<file path="src/imm_ram.sv">
// imm_ram: generic single write port, single read port ram with registered read
// depends on nothing
module imm_ram #(
  parameter int WIDTH = 32,
  parameter int DEPTH = 64,
  localparam int AW = (DEPTH > 1) ? $clog2(DEPTH) : 1
) (
  input  logic             clk,
  input  logic             wr_en,
  input  logic [AW-1:0]    wr_addr,
  input  logic [WIDTH-1:0] wr_data,
  input  logic [AW-1:0]    rd_addr,
  output logic [WIDTH-1:0] rd_data
);

  logic [WIDTH-1:0] mem [DEPTH];

  // write port
  always_ff @(posedge clk) begin
    if (wr_en) begin
      mem[wr_addr] <= wr_data;
    end
  end

  // registered read port
  always_ff @(posedge clk) begin
    rd_data <= mem[rd_addr];
  end

endmodule

</file>
<file path="config.mk">
export PLATFORM = sky130hd
export DESIGN_NAME = imm_ram
export DESIGN_NICKNAME = d
export VERILOG_FILES = /design/src/imm_ram.sv
export SDC_FILE = /design/constraint.sdc
export NUM_CORES = 2
export LEC_CHECK = 0
export BUFFER_PORTS_ARGS = -buffer_cell sky130_fd_sc_hd__buf_2
export CORE_UTILIZATION = 55
export CTS_CLUSTER_DIAMETER = 80
export DETAILED_ROUTE_END_ITERATION = 12
export GPL_TIMING_DRIVEN = 0
export HOLD_SLACK_MARGIN = 0.02
export PLACE_DENSITY_LB_ADDON = 0.3
export SLEW_MARGIN = 10
export SYNTH_ARGS = -nofsm -noshare
export SYNTH_HDL_FRONTEND = slang
export SYNTH_SLANG_ARGS = --single-unit
</file>
<file path="constraint.sdc">
create_clock -name clk -period 6.1 [get_ports clk]
set_clock_uncertainty 0.1 [all_clocks]
set_input_delay 1.22 -clock clk [delete_from_list [all_inputs] [get_ports clk]]
set_output_delay 1.22 -clock clk [all_outputs]
set_load 0.03 [all_outputs]
</file>
==> results.cfg <==
[yosys]
synth_xor_area_frac = 0
yosysWarnings = 0
async_reset_ff_frac = 0
synthCells = 3324
synth_edf_count = 2048
ys_types = 34
syn-num-nets = 3370
yosys.area_share.simple = 0.0127
synth-compound-area-share = 0.0167
yosys.area_share.adder = 0
muxShareOfSynthArea = 0.168
seq_area_frac_synth = 0.791
ys.flop_type = edfxtp_1
ys_seq_elements = 2080
synth_top_family_by_area = multiplexers
synth_area_sq_um = 78500
syn_area_per_cell_sq_um = 23.6

[drt]
wire_per_inst_um = 41.3
drtAntennaViolNets = 0
drt-pass1-iter-count = 6
totalWireLength_um = 239000
drtIter0Drc = 7488
routed_via_density = 7.03
drc = 0
vias = 40634

[critical_path]
start_kind = input port
required_ns = 6.63
cp_slowest_stage_delay_ns = 0.80
r2r-end = rd_data[18]
cp_num_cells = 9
cp-endpoint = rd_data[21]
cp-startpoint = rd_addr[1]
setup.worst_path.class = in2reg
r2r_slack_ns = 3.16
crit_chain = buf_2 > buf_2 > buf_2 > clkbuf_1 > buf_2 > mux2i_1 > a21oi_1 > a21oi_1 > nor2_1
crit_buf_inv = 5
slowest_stage = a21oi_1
arrival_ns = 5.33
critPathTopFamily = buffers and inverters
r2r_cells = 4
r2r-start = mem[27][18]
critPathMaxFanout = 10
cp-end-kind = register
crit_path_frequent_cell = buf_2

[clock_tree]
clkTransAtPathRegs_ns = 0.06
cts_buffers = 199
cts_buffer_depth = 3
htreeDepth = 4
postCtsSetupRepairBufs = 0
clkSinkCount = 2080
cts_resized = 0
root_buffer = clkbuf_16
clkLatencyLatePin_ns = 0.83
cts_hold_buf = 0
tritoncts = built

[floorplan]
die_w_um = 380
start_util = 0.555
die_h_um = 380
rows = 138
ios = 78
core_area_sq_um = 142000
die-area_sq_um = 144000

[layout]
fin_nets = 3765
fin_area_sq_um = 90800
layout-drive-gt1-share = 0.302
final_cell_mix = edfxtp_1 (2048), mux4_2 (544), clkbuf_16 (202)
final_common_cell = edfxtp_1
area_delta_synth_final_pct = 15.6

[power_and_ir_drop]
power-per-cell-area_nw_per_um2 = 327
power_leakage_uw = 0.0284
ir_worst_vdd_mv = 0.282

[place]
place.gp.congestion = 0.872
io_buffers = 69
placed_area_sq_um = 84300
hpwl_um = 152000

[timing]
finalSetupTns_ns = 0
finalHoldViolCount = 0
setup_viol = 0
clock.fmax_mhz = 208
layout_min_cycle_time_ns = 4.80
slew_headroom = 0.0344
period_share = 0.787
rsz0062_at_grt = false
worstMarginPinSlew_ns = 1.45
slew_violations = 0

[global_route]
grt_overflow = 0
grt_antenna_before_repair = 10
grt_start_max_net_pins = 65
grt_pass1_wl_um = 324000
grt_usage = 0.334
grt_pass1_vias = 39723

[run]
drv_cap = 0

[min_path]
worstHoldPathCells = 4
worstHoldPathType = reg2reg

[outcome]
outcome = finished, final reports clean
[cell type report]
class,count,area (sq um)
Multi-Input combinational cell,1062,16000
Tap cell,1890,2360
Buffer,182,890
Clock buffer,271,5440
Clock inverter,96,911
Timing Repair Buffer,194,3030
Antenna cell,5,12.5
Sequential cell,2080,62100
Fill cell,8944,50800
[metrics by stage]
| stage | cells | utilization | total power, uW | setup WS (ns) | hold WS [ns] |
|---|---|---|---|---|---|
| 2_1_floorplan | 3324 | - | 17000 | 1.62 | 0.563 |
| 3_3_place_gp | 5283 | 0.574 | 17700 | -2.26 | 0.726 |
| 3_5_place_dp | 5407 | 0.596 | 17800 | 0.677 | 0.716 |
| 4_1_cts | 5774 | 0.641 | 29700 | 1.49 | 0.722 |
| 5_1_grt | 5775 | 0.641 | 30300 | 1.37 | 0.750 |
| 6_report | 5780 | 0.641 | 29700 | 1.30 | 0.731 |
[cells in the mapped netlist, types with 3 or more instances]
library cell	instances	area share
a21oi_1	62	0.0040
a22oi_1	12	0.0011
a311oi_1	8	0.00089
a41o_1	4	0.00051
and3_1	4	0.00032
buf_1	21	0.0010
buf_2	57	0.0036
buf_4	25	0.0024
buf_6	5	0.00072
clkbuf_1	74	0.0035
dfxtp_1	32	0.0082
edfxtp_1	2048	0.78
mux2i_1	93	0.012
mux4_2	544	0.16
nand2_1	26	0.0012
nand2b_1	8	0.00064
nand3_1	5	0.00032
nand3b_1	5	0.00048
nor2_1	137	0.0065
nor2b_1	15	0.0012
nor3_1	7	0.00045
o221ai_1	27	0.0030
o22ai_1	84	0.0067
o32ai_1	4	0.00045
or3_1	3	0.00024
or3b_2	3	0.00033
[logic make-up (layout without fill, tap and decap cells)]
group,count (synthesis),in the layout
flip-flops,2080,2080
multiplexers,637,637
AND/OR/NAND/NOR,223,223
AO/OA/AOI/OAI,202,202
buffers and inverters,182,743
other,0,5
[metal layers]
layer | wire length [um] | up-vias | GRT usage
li1 | - | 15088 | -
met1 | 79500 | 21070 | 0.453
met2 | 108000 | 3715 | 0.494
met3 | 36800 | 753 | 0.103
met4 | 14900 | 8 | 0.173
met5 | 57 | - | 0
[state kept, by name (all words and copies together) (netlist names)]
signal,cells
rd_data,32
mem,2048
[worst reg2reg max path, cell delays in order, from the launching register on]
cell,delay [ns]
edfxtp_1,0.37
mux4_2,0.49
mux4_2,0.58
o22ai_1,0.89
nor2_1,0.31
[power breakdown]
group,switching (uW),internal (uW)
Clock,5300,6810
Sequential,31.8,15800
Combinational,1150,547
Total,6480,23200
[how the worst min path moves through the flow]
stage                      from          end  slack [ns]
finish              mem[12][20]  rd_data[20]        0.73
detailed placement  mem[12][20]  rd_data[20]        0.72
global placement    mem[12][17]  rd_data[17]        0.73
global route        wr_data[12]  mem[60][12]        0.75
CTS                 mem[12][20]  rd_data[20]        0.72
floorplan           mem[12][17]  rd_data[17]        0.56
(Power assumes the default switching activity.)
